===== config.mk =====
export PLATFORM = sky130hd
export DESIGN_NAME = button_pair_autorepeat_combo_core_flat
export DESIGN_NICKNAME = d
export VERILOG_FILES = /design/src/rtl/bpac_pkg.sv /design/src/rtl/bpac_in_if.sv /design/src/rtl/bpac_out_if.sv /design/src/rtl/bpac_button.sv /design/src/rtl/bpac_combo.sv /design/src/rtl/button_pair_autorepeat_combo_core.sv /design/src/flat_wrapper.sv
export SDC_FILE = /design/constraint.sdc
export NUM_CORES = 1
export LEC_CHECK = 0
export ABC_AREA = 1
export BUFFER_PORTS_ARGS = -buffer_cell sky130_fd_sc_hd__buf_2
export CAP_MARGIN = 0
export CORE_MARGIN = 2
export CORE_UTILIZATION = 65
export DETAILED_ROUTE_END_ITERATION = 12
export HOLD_SLACK_MARGIN = 0.12
export PLACE_DENSITY = 0.86
export SETUP_SLACK_MARGIN = 0.5
export SKIP_LAST_GASP = 1
export SYNTH_ARGS = -nofsm -noshare
export SYNTH_HDL_FRONTEND = slang
export SYNTH_SLANG_ARGS = --single-unit

===== constraint.sdc =====
create_clock -name i_clk -period 8.7 [get_ports i_clk]
set_input_delay 0.435 -clock i_clk [delete_from_list [all_inputs] [get_ports i_clk]]
set_output_delay 0.435 -clock i_clk [all_outputs]
set_load 0.05 [all_outputs]

===== src/rtl/bpac_pkg.sv =====
// Shared types and constants for the two-button auto-repeat and combo core.
package bpac_pkg;

    localparam int unsigned TIME_W = 32;
    localparam int unsigned CFG_W  = 16;
    localparam int unsigned IDX_W  = 3;

    localparam logic [IDX_W-1:0] REG_DEBOUNCE     = 3'd0;
    localparam logic [IDX_W-1:0] REG_RPT_DELAY    = 3'd1;
    localparam logic [IDX_W-1:0] REG_RPT_START    = 3'd2;
    localparam logic [IDX_W-1:0] REG_RPT_MIN      = 3'd3;
    localparam logic [IDX_W-1:0] REG_RPT_SHRINK   = 3'd4;
    localparam logic [IDX_W-1:0] REG_COMBO_HOLD   = 3'd5;

    localparam logic [CFG_W-1:0] RST_DEBOUNCE     = 16'd25;
    localparam logic [CFG_W-1:0] RST_RPT_DELAY    = 16'd350;
    localparam logic [CFG_W-1:0] RST_RPT_START    = 16'd160;
    localparam logic [CFG_W-1:0] RST_RPT_MIN      = 16'd35;
    localparam logic [CFG_W-1:0] RST_RPT_SHRINK   = 16'd18;
    localparam logic [CFG_W-1:0] RST_COMBO_HOLD   = 16'd1000;

    localparam logic signed [1:0] STEP_LEFT  = -2'sd1;
    localparam logic signed [1:0] STEP_RIGHT = 2'sd1;
    localparam logic signed [1:0] STEP_NONE  = 2'sd0;

    typedef struct packed {
        logic [CFG_W-1:0] debounce;
        logic [CFG_W-1:0] rpt_delay;
        logic [CFG_W-1:0] rpt_start;
        logic [CFG_W-1:0] rpt_min;
        logic [CFG_W-1:0] rpt_shrink;
        logic [CFG_W-1:0] combo_hold;
    } t_cfg;

endpackage


===== src/rtl/bpac_in_if.sv =====
// Input channel: one millisecond tick with time and raw button levels.
interface bpac_in_if;
    logic        valid;
    logic        ready;
    logic [31:0] now_time;
    logic        left_level;
    logic        right_level;

    modport source (output valid, output now_time, output left_level, output right_level,
                    input ready);
    modport sink   (input valid, input now_time, input left_level, input right_level,
                    output ready);
endinterface


===== src/rtl/bpac_out_if.sv =====
// Output channel: step, menu pulse and debounced button states per tick.
interface bpac_out_if;
    logic              valid;
    logic              ready;
    logic signed [1:0] step_delta;
    logic              menu_pulse;
    logic              left_pressed;
    logic              right_pressed;

    modport source (output valid, output step_delta, output menu_pulse,
                    output left_pressed, output right_pressed, input ready);
    modport sink   (input valid, input step_delta, input menu_pulse,
                    input left_pressed, input right_pressed, output ready);
endinterface


===== src/rtl/bpac_button.sv =====
// One button: debounce, fresh-press step and accelerating auto-repeat.
module bpac_button import bpac_pkg::*; (
    input  logic              i_clk,
    input  logic              i_rst_n,
    input  logic              i_en,
    input  logic [TIME_W-1:0] i_now,
    input  logic              i_raw,
    input  logic              i_both,
    input  t_cfg              i_cfg,
    output logic              o_pressed,
    output logic              o_step
);

    logic              r_stable;
    logic              r_last;
    logic [TIME_W-1:0] r_change;
    logic [TIME_W-1:0] r_nft;
    logic [CFG_W-1:0]  r_iv;
    logic              r_fresh;

    logic              n_stable;
    logic [TIME_W-1:0] n_change;
    logic [TIME_W-1:0] n_nft;
    logic [CFG_W-1:0]  n_iv;
    logic              n_fresh;

    logic [TIME_W-1:0] settle_age;
    logic [TIME_W-1:0] due_diff;
    logic [CFG_W:0]    floor_sum;
    logic [CFG_W-1:0]  rpt_iv;
    logic              accept;
    logic              press;
    logic              step;

    always_comb begin
        n_change   = (i_raw != r_last) ? i_now : r_change;
        settle_age = i_now - n_change;
        accept     = (settle_age >= {{(TIME_W-CFG_W){1'b0}}, i_cfg.debounce})
                     && (i_raw != r_stable);
        n_stable   = accept ? i_raw : r_stable;
        press      = accept && !i_raw;
    end

    always_comb begin
        floor_sum  = {1'b0, i_cfg.rpt_min} + {1'b0, i_cfg.rpt_shrink};
        rpt_iv     = ({1'b0, r_iv} > floor_sum) ? (r_iv - i_cfg.rpt_shrink) : i_cfg.rpt_min;
        due_diff   = i_now - r_nft;

        n_fresh = press ? 1'b1 : r_fresh;
        n_nft   = press ? (i_now + {{(TIME_W-CFG_W){1'b0}}, i_cfg.rpt_delay}) : r_nft;
        n_iv    = press ? i_cfg.rpt_start : r_iv;
        step    = 1'b0;

        if (n_stable || i_both) begin
            n_fresh = 1'b0;
        end else if (n_fresh) begin
            n_fresh = 1'b0;
            step    = 1'b1;
        end else if (!due_diff[TIME_W-1]) begin
            // no press this tick here, so the held interval and fire time apply
            step  = 1'b1;
            n_iv  = rpt_iv;
            n_nft = i_now + {{(TIME_W-CFG_W){1'b0}}, rpt_iv};
        end
    end

    assign o_pressed = !n_stable;
    assign o_step    = step;

    always_ff @(posedge i_clk) begin
        if (!i_rst_n) begin
            r_stable <= 1'b1;
            r_last   <= 1'b1;
            r_change <= '0;
            r_nft    <= '0;
            r_iv     <= '0;
            r_fresh  <= 1'b0;
        end else if (i_en) begin
            r_stable <= n_stable;
            r_last   <= i_raw;
            r_change <= n_change;
            r_nft    <= n_nft;
            r_iv     <= n_iv;
            r_fresh  <= n_fresh;
        end
    end

endmodule


===== src/rtl/bpac_combo.sv =====
// Both-held combo timer: one menu pulse per hold past the threshold.
module bpac_combo import bpac_pkg::*; (
    input  logic              i_clk,
    input  logic              i_rst_n,
    input  logic              i_en,
    input  logic [TIME_W-1:0] i_now,
    input  logic              i_both,
    input  logic [CFG_W-1:0]  i_hold,
    output logic              o_menu
);

    logic [TIME_W-1:0] r_start;
    logic              r_active;
    logic              r_done;

    logic [TIME_W-1:0] n_start;
    logic [TIME_W-1:0] held;
    logic              fire;

    always_comb begin
        n_start = r_active ? r_start : i_now;
        held    = i_now - n_start;
        fire    = i_both && !r_done && (held >= {{(TIME_W-CFG_W){1'b0}}, i_hold});
    end

    assign o_menu = fire;

    always_ff @(posedge i_clk) begin
        if (!i_rst_n) begin
            r_start  <= '0;
            r_active <= 1'b0;
            r_done   <= 1'b0;
        end else if (i_en) begin
            if (i_both) begin
                r_start  <= n_start;
                r_active <= 1'b1;
                r_done   <= r_done || fire;
            end else begin
                r_active <= 1'b0;
                r_done   <= 1'b0;
            end
        end
    end

endmodule


===== src/rtl/button_pair_autorepeat_combo_core.sv =====
// Top level: tick input register, per-button and combo logic, result register.
//
// Each input beat is one millisecond tick; each tick yields exactly one result
// beat. A tick is captured in an input register, evaluated combinationally
// against the button and combo state, and written to the result register
// together with the state update, so one tick per clock is sustained while
// the output is not back-pressured. Back-pressure on the output stalls the
// evaluation stage; the input register still takes one beat while the result
// waits. Configuration writes go straight to the registers and should
// be made only while no tick is in flight.
module button_pair_autorepeat_combo_core import bpac_pkg::*; (
    input  logic             i_clk,
    input  logic             i_rst_n,
    input  logic             i_cfg_we,
    input  logic [IDX_W-1:0] i_cfg_idx,
    input  logic [CFG_W-1:0] i_cfg_data,
    bpac_in_if.sink          i_in,
    bpac_out_if.source       o_out
);

    t_cfg              r_cfg;

    logic              r_in_valid;
    logic [TIME_W-1:0] r_in_now;
    logic              r_in_left;
    logic              r_in_right;

    logic              r_out_valid;
    logic signed [1:0] r_out_step;
    logic              r_out_menu;
    logic              r_out_left;
    logic              r_out_right;

    logic              fire;
    logic              both;
    logic              menu;
    logic              left_pressed;
    logic              left_step;
    logic              right_pressed;
    logic              right_step;
    logic signed [1:0] n_step;

    assign fire       = r_in_valid && (!r_out_valid || o_out.ready);
    assign i_in.ready = !r_in_valid || fire;
    assign both       = left_pressed && right_pressed;

    always_ff @(posedge i_clk) begin
        if (!i_rst_n) begin
            r_cfg.debounce   <= RST_DEBOUNCE;
            r_cfg.rpt_delay  <= RST_RPT_DELAY;
            r_cfg.rpt_start  <= RST_RPT_START;
            r_cfg.rpt_min    <= RST_RPT_MIN;
            r_cfg.rpt_shrink <= RST_RPT_SHRINK;
            r_cfg.combo_hold <= RST_COMBO_HOLD;
        end else if (i_cfg_we) begin
            case (i_cfg_idx)
                REG_DEBOUNCE:   r_cfg.debounce   <= i_cfg_data;
                REG_RPT_DELAY:  r_cfg.rpt_delay  <= i_cfg_data;
                REG_RPT_START:  r_cfg.rpt_start  <= i_cfg_data;
                REG_RPT_MIN:    r_cfg.rpt_min    <= i_cfg_data;
                REG_RPT_SHRINK: r_cfg.rpt_shrink <= i_cfg_data;
                REG_COMBO_HOLD: r_cfg.combo_hold <= i_cfg_data;
                default: ;
            endcase
        end
    end

    always_ff @(posedge i_clk) begin
        if (!i_rst_n) begin
            r_in_valid <= 1'b0;
        end else if (i_in.ready) begin
            r_in_valid <= i_in.valid;
        end
    end

    always_ff @(posedge i_clk) begin
        if (i_in.valid && i_in.ready) begin
            r_in_now   <= i_in.now_time;
            r_in_left  <= i_in.left_level;
            r_in_right <= i_in.right_level;
        end
    end

    bpac_button u_left (
        .i_clk     (i_clk),
        .i_rst_n   (i_rst_n),
        .i_en      (fire),
        .i_now     (r_in_now),
        .i_raw     (r_in_left),
        .i_both    (both),
        .i_cfg     (r_cfg),
        .o_pressed (left_pressed),
        .o_step    (left_step)
    );

    bpac_button u_right (
        .i_clk     (i_clk),
        .i_rst_n   (i_rst_n),
        .i_en      (fire),
        .i_now     (r_in_now),
        .i_raw     (r_in_right),
        .i_both    (both),
        .i_cfg     (r_cfg),
        .o_pressed (right_pressed),
        .o_step    (right_step)
    );

    bpac_combo u_combo (
        .i_clk   (i_clk),
        .i_rst_n (i_rst_n),
        .i_en    (fire),
        .i_now   (r_in_now),
        .i_both  (both),
        .i_hold  (r_cfg.combo_hold),
        .o_menu  (menu)
    );

    always_comb begin
        if (right_step) begin
            n_step = STEP_RIGHT;
        end else if (left_step) begin
            n_step = STEP_LEFT;
        end else begin
            n_step = STEP_NONE;
        end
    end

    always_ff @(posedge i_clk) begin
        if (!i_rst_n) begin
            r_out_valid <= 1'b0;
        end else if (fire) begin
            r_out_valid <= 1'b1;
        end else if (o_out.ready) begin
            r_out_valid <= 1'b0;
        end
    end

    always_ff @(posedge i_clk) begin
        if (fire) begin
            r_out_step  <= n_step;
            r_out_menu  <= menu;
            r_out_left  <= left_pressed;
            r_out_right <= right_pressed;
        end
    end

    assign o_out.valid         = r_out_valid;
    assign o_out.step_delta    = r_out_step;
    assign o_out.menu_pulse    = r_out_menu;
    assign o_out.left_pressed  = r_out_left;
    assign o_out.right_pressed = r_out_right;

endmodule


===== src/flat_wrapper.sv =====
// flat-port wrapper written by rule: the top's interface ports become plain ports
module button_pair_autorepeat_combo_core_flat import bpac_pkg::*;
  (i_clk, i_rst_n, i_cfg_we, i_cfg_idx, i_cfg_data, i_in_valid, i_in_now_time, i_in_left_level, i_in_right_level, i_in_ready, o_out_valid, o_out_step_delta, o_out_menu_pulse, o_out_left_pressed, o_out_right_pressed, o_out_ready);
  bpac_in_if i_in_i ();
  bpac_out_if o_out_i ();
  input  logic i_clk;
  input  logic i_rst_n;
  input  logic i_cfg_we;
  input  logic [IDX_W-1:0] i_cfg_idx;
  input  logic [CFG_W-1:0] i_cfg_data;
  input wire logic [$bits(i_in_i.valid)-1:0] i_in_valid;
  input wire logic [$bits(i_in_i.now_time)-1:0] i_in_now_time;
  input wire logic [$bits(i_in_i.left_level)-1:0] i_in_left_level;
  input wire logic [$bits(i_in_i.right_level)-1:0] i_in_right_level;
  output wire logic [$bits(i_in_i.ready)-1:0] i_in_ready;
  output wire logic [$bits(o_out_i.valid)-1:0] o_out_valid;
  output wire logic [$bits(o_out_i.step_delta)-1:0] o_out_step_delta;
  output wire logic [$bits(o_out_i.menu_pulse)-1:0] o_out_menu_pulse;
  output wire logic [$bits(o_out_i.left_pressed)-1:0] o_out_left_pressed;
  output wire logic [$bits(o_out_i.right_pressed)-1:0] o_out_right_pressed;
  input wire logic [$bits(o_out_i.ready)-1:0] o_out_ready;
  assign i_in_i.valid = i_in_valid;
  assign i_in_i.now_time = i_in_now_time;
  assign i_in_i.left_level = i_in_left_level;
  assign i_in_i.right_level = i_in_right_level;
  assign i_in_ready = i_in_i.ready;
  assign o_out_valid = o_out_i.valid;
  assign o_out_step_delta = o_out_i.step_delta;
  assign o_out_menu_pulse = o_out_i.menu_pulse;
  assign o_out_left_pressed = o_out_i.left_pressed;
  assign o_out_right_pressed = o_out_i.right_pressed;
  assign o_out_i.ready = o_out_ready;
  button_pair_autorepeat_combo_core u_core (.i_clk(i_clk), .i_rst_n(i_rst_n), .i_cfg_we(i_cfg_we), .i_cfg_idx(i_cfg_idx), .i_cfg_data(i_cfg_data), .i_in(i_in_i), .o_out(o_out_i));
endmodule

# Yosys cells after proc, flatten, opt, wreduce, memory -nomap -nowiden
# Cells that the tools add are included.
[op_classes] div=0 mux=36 multipliers=0 eq_ne=9 reduce_logical=30 bitwise=0 n_shift=0 addsub=11 n_lt_le_gt_ge=5
[op_table] cell="$mux 32" n=11
[op_table] cell="$mux 16" n=10
[op_table] cell="$sub 32x32->32" n=5
[op_table] cell="$add 32x16->32" n=3
[op_table] cell="$ge 32x16->1" n=3
[op_table] cell="$gt 16x17->1" n=2
[op_table] cell="$sub 16x16->16" n=2
[op_table] cell="$add 16x16->17" n=1
[op_table] cell="$mux 1" n=14
[op_table] cell="$reduce_and 2->1" n=7
[op_table] cell="$logic_and 1x1->1" n=9
[op_table] cell="$logic_not 1->1" n=7
[op_table] cell="$eq 3x2->1 const B" n=2
[op_table] cell="$eq 3x3->1 const B" n=2
[op_table] cell="$logic_or 1x1->1" n=5
[op_table] cell="$ne 1x1->1" n=4
[op_table] cell="$eq 3x1->1 const B" n=1
[op_table] cell="$logic_not 3->1" n=1
[op_table] cell="$mux 2" n=1
[op_table] cell="$reduce_bool 2->1" n=1
[totals] inputBits=58 reg_bits=335 mem_bits_ro=0 mem_count=0 wordCells=119 mem_bits_rw=0 latchBits=0

# Logic depth before layout (Yosys ltp)
[logic_depth] word_depth=12 ltp_mapped=46

# Hierarchy
# A second synthesis with hierarchy kept.
[unflattened] cells_unflattened=5372 area_unflattened_um2=33883.7
[modules_own_cells] module="bpac_button (u_core.u_left)" instances=1 area_each_um2=12199.2 seq_area_each_um2=1641.6 cells_per_inst=2015
[modules_own_cells] module="bpac_button (u_core.u_right)" instances=1 area_each_um2=12125.4 seq_area_each_um2=1641.6 cells_per_inst=2001
[modules_own_cells] module="button_pair_autorepeat_combo_core" instances=1 area_each_um2=5067.4 seq_area_each_um2=3133.0 cells_per_inst=589
[modules_own_cells] module="bpac_combo" instances=1 area_each_um2=4491.8 seq_area_each_um2=680.7 cells_per_inst=767

# Worst setup path after synthesis
# Ideal clock, no wire load.
[synth_timing] path_kind="register to register" startpoint="register u_core.r_cfg[34] (netlist bit)" endpoint="register u_core.u_right.r_nft[30]" arrival_time_ns=5.983 setup_time_ns=0.132 setup_slack_ns=2.585 t_required_ns=8.568 stages_incl_launch_ff=45 path_cell_list="dfxtp_1 ha_1 a21oi_1 nand2_1 a21oi_1 o21bai_1 a21o_1 a21oi_1 nor2_1 nor2_1 o21bai_1 nand2_1 nand2_1 a21oi_1 o21ai_0 xor2_1 ha_1 nand2_1 [9 not listed] ha_1 inv_1 fa_1 o21ai_0 a21oi_1 o21ai_0 nand3_1 nand3b_1 nand2_1 nor2_1 nand2_1 xor2_1 inv_1 nand4_1 nand2_1 nand2_1 nand2_1 a21oi_1"
[synth_between] elab_chain_cells=7
[synth_rtl] element="start, declared" line_no="button_pair_autorepeat_combo_core.sv:21" source="t_cfg r_cfg;"
[synth_rtl] element="$add 16x16->17" line_no="bpac_button.sv:45" source="floor_sum = {1'b0, i_cfg.rpt_min} + {1'b0, i_cfg.rpt_shrink};"
[synth_rtl] element="$gt 16x17->1" line_no="bpac_button.sv:46" source="rpt_iv = ({1'b0, r_iv} > floor_sum) ? (r_iv - i_cfg.rpt_shrink) : i_cfg.rpt_min;"
[synth_rtl] element="$mux 16 *" line_no="bpac_button.sv:46"
[synth_rtl] element="$add 32x16->32 *" line_no="bpac_button.sv:63" source="n_nft = i_now + {{(TIME_W-CFG_W){1'b0}}, rpt_iv};"
[synth_rtl] element="$mux 32 *" line_no="bpac_button.sv:59" source="end else if (!due_diff[TIME_W-1]) begin"
[synth_rtl] element="$mux 32 *" line_no="bpac_button.sv:56" source="end else if (n_fresh) begin"
[synth_rtl] element="$mux 32 *" line_no="bpac_button.sv:54" source="if (n_stable || i_both) begin"
[synth_rtl] element="end signal, assigned" line_no="bpac_button.sv:82" source="r_nft <= n_nft;"
[synth_rtl] element="end, declared" line_no="bpac_button.sv:17" source="logic [TIME_W-1:0] r_nft;"
# Mark *: on every way between the ends. The rest lies on a longest branch, timed or not.
# A chain may end at the register's enable or synchronous reset.

# Final worst setup path
[layout_timing] startpoint="register u_core.r_cfg[34] (netlist bit)" endpoint="register u_core.u_left.r_nft[26]"
[layout_between] elab_chain_cells=7
[layout_rtl] element="$add 16x16->17" line_no="bpac_button.sv:45"
[layout_rtl] element="$gt 16x17->1" line_no="bpac_button.sv:46"
[layout_rtl] element="$mux 16 *" line_no="bpac_button.sv:46"
[layout_rtl] element="$add 32x16->32 *" line_no="bpac_button.sv:63"
[layout_rtl] element="$mux 32 *" line_no="bpac_button.sv:59"
[layout_rtl] element="$mux 32 *" line_no="bpac_button.sv:56"
[layout_rtl] element="$mux 32 *" line_no="bpac_button.sv:54"
[layout_rtl] element="end signal, assigned" line_no="bpac_button.sv:82"
[layout_rtl] element="end, declared" line_no="bpac_button.sv:17"
# Marks and branches as above.

==> results.cfg <==
[timing]
finalCriticalPeriod_ns = 7.39
fin_setup_tns_ns = 0
timing.final.crit_share = 0.850
maxSlewHeadroom = 0.244
max_freq_ghz = 0.135
finalHoldViolCount = 0
worst_pin_slew_ns = 1.12
slew_violations = 0
fin_skew_ns = 0.0341
grt_setup_unrepaired = false
setup_violations = 0
fin_ws_ns = 1.31

[die]
io_pins = 65
core-area_um2 = 46600
die_w_um = 221
die_y_um = 221
start_util = 0.658
num_rows = 79
die_area_um2 = 48900

[yosys]
synthTopCellsByArea = dfxtp_1 (19%), nand2_1 (16%), ha_1 (13%), inv_1 (8.3%), a21oi_1 (6.5%)
ys.flop_type = dfxtp_1
synthAdderAreaFrac = 0.139
syn_area_um2 = 30600
synth.most_common_cell = nand2_1
post-synth-top-area-fraction = 0.194
synth-compound-area-share = 0.164
ys_async_sr_fraction = 0
yosysTopAreaCell = dfxtp_1
synth-simple-area-share = 0.300
synth_edf_count = 39
synth_top_family_by_area = simple AND/OR/NAND/NOR gates
synth.net_count = 5259
synth_seq_cells = 335
synth_cell_types = 46
synth-xor-area-share = 0.0555
synth.mux.area_fraction = 0
yosys-top-cells-count = nand2_1 (1310), inv_1 (677), a21oi_1 (399), nor2_1 (398), o21ai_0 (352)
syn_area_per_cell_um2 = 6.29
ys_warn_count = 0
synth_seq_area_share = 0.232
synth_cells = 4867

[placed_design]
gp_congestion = 1.03
dp_slack_ns = 1.53
hpwl_um = 81700
io_buffers = 64

[detailed_routing]
dr_total_vias = 33503
final_antenna_net_count = 0
dr.first_iter.drc_count = 4101
via_per_inst = 6.06
wire_per_inst_um = 20.1
routed_wl_um = 111000
drtPass1Iterations = 12
drcViolationCount = 2

[clock_tree]
htreeDepth = 2
path_clk_slew_ns = 0.06
cts_buffers = 41
clockBufferDepth = 3
post_cts_buffers = 0
clk_latency_ns = 0.62
clock-root-buffer = clkbuf_16
cts_tree = built
clock_sinks = 335

[worst_setup_path]
end_kind = register
crit_slowest_cell = nand2_1
worstPathMaxFanout = 30
cp-startpoint = u_core.r_cfg[34]
cp-start-kind = register
crit_type = reg -> reg
worstPathRequired_ns = 9.13
r2r-start = u_core.r_cfg[34]
critPathMostFrequentCell = nand2_1
cp_slowest_stage_delay_ns = 0.63
arrival_ns = 7.83

[global_route]
grt_max_degree = 101
grt_use_met2 = 0.632
grtUsageTotal = 0.440
met1_usage = 0.600
met3_usage = 0.119
grt-busiest-layer = met2
antenna_found_initial = 2
first_global_vias = 30220
grt_pass1_wl_um = 170000
grt.overflow.total = 0

[job]
drv_cap = 0

[power_and_ir_drop]
ir_drop_mv = 0.191
power_density_nw_per_um2 = 188
power.leakage_nw = 16.7

[run_status]
status = complete, but fails checks
violations = design-rule violations

[layout]
drive_above_1_share = 0.0468
area_growth_pct = 7.97
nFillCells = 4025
final_nets = 5281
seq_area_um2 = 7100
multi_input_area_um2 = 20200

[worst_hold_path]
hp-start = i_in_valid
hold_path.class = in -> reg
-- sequential cells by signal, summed over array words and instances (netlist names), 2 cells and up --
signal,count
u_core.u_right.r_nft,32
u_core.r_cfg,96
u_core.u_left.r_nft,32
u_core.o_out.step_delta,2
u_core.u_right.r_iv,16
u_core.r_in_now,32
u_core.u_left.r_change,32
u_core.u_left.r_iv,16
u_core.u_right.r_change,32
u_core.u_combo.r_start,32
-- final cells by class --
type	instances	area share
Timing Repair Buffer	144	0.0306
Antenna cell	3	0.000227
Clock inverter	24	0.00738
Tap cell	607	0.0230
Inverter	711	0.0809
Multi-Input combinational cell	3656	0.610
Clock buffer	47	0.0333
Sequential cell	335	0.215
-- through the flow --
step                cells  total power, mW  utilization  instance area (um^2)  hold slack [ns]
CTS                  5524             6.09        0.710                 33100            0.151
global route         5526             6.56        0.710                 33100            0.159
floorplan            4867             3.65            -                 30600            0.433
detailed placement   5419             4.35        0.674                 31400            0.457
finish               5527             6.20        0.710                 33100            0.163
global placement     5419             4.32        0.674                 31400            0.453
-- per-layer routing --
layer  vias up  part of all wire
li1      15959                 -
met1     15004              0.41
met2      2102              0.40
met3       438              0.13
met4         0             0.060
met5         -                 0
-- cells by family after synthesis --
group / after synthesis
fa+ha+maj: 334
buf+inv: 876
xor+xnor: 194
flops: 335
simple gates: 2201
compound gates: 927
-- where the power goes --
part           internal (mW)  switching, mW  total [mW]
combinational          0.897           1.82        2.72
sequential              1.65         0.0858        1.74
clock                  0.981          0.769        1.75
total                   3.53           2.68        6.20
-- cell usage in the layout, fill, tap and decap left out, types with 8 or more instances in the layout --
master | Yosys | routed
nor2_1 | 398 | 398
edfxtp_1 | 39 | 39
xor2_1 | 146 | 146
clkinv_1 | 11 | 13
ha_1 | 325 | 325
a211oi_1 | 9 | 9
nor2_2 | 9 | 9
nor3_1 | 45 | 45
o21ai_1 | 16 | 16
inv_1 | 677 | 677
inv_2 | 23 | 23
and2_1 | 11 | 11
a21oi_1 | 399 | 399
o211ai_1 | 83 | 83
clkinv_2 | 0 | 8
xnor2_1 | 48 | 48
buf_2 | 20 | 63
nand4_1 | 128 | 128
a21o_1 | 10 | 10
o21bai_1 | 16 | 16
nand3_1 | 260 | 259
o21ai_0 | 352 | 352
nand2_1 | 1310 | 1309
a31oi_1 | 14 | 14
buf_4 | 9 | 46
dlygate4sd3_1 | 0 | 34
fa_1 | 9 | 9
dfxtp_1 | 296 | 295
clkbuf_16 | 0 | 42
nand3b_1 | 15 | 15
a21boi_0 | 8 | 8
-- critical path: cells and delay by family (launching register included) --
| kind | cells | cell delay [ns] |
|---|---|---|
| AND/OR/NAND/NOR | 21 | 2.59 |
| flip-flops | 1 | 0.34 |
| AO/OA/AOI/OAI | 12 | 2.39 |
| XOR/XNOR | 2 | 0.42 |
| adder cells (fa/ha/maj) | 4 | 1.32 |
| buffers and inverters | 3 | 0.18 |
-- path summary, 6_finish.rpt --
path                                             endpoint  slack (ns)  cells past startpoint
worst min register to register  u_core.u_combo.r_start[0]        0.47                      2
worst max register to register    u_core.u_left.r_nft[26]        1.31                     42
worst max-delay path              u_core.u_left.r_nft[26]        1.31                     42
worst min-delay path                    u_core.r_in_valid        0.16                      3
-- what timing repair did --
action | CTS | global route
hold buffers | 34 | 0
hold endpoints to repair | 34 | 0
gates resized for setup | 0 | 0
No activity file was read; power rests on OpenSTA's default activity.
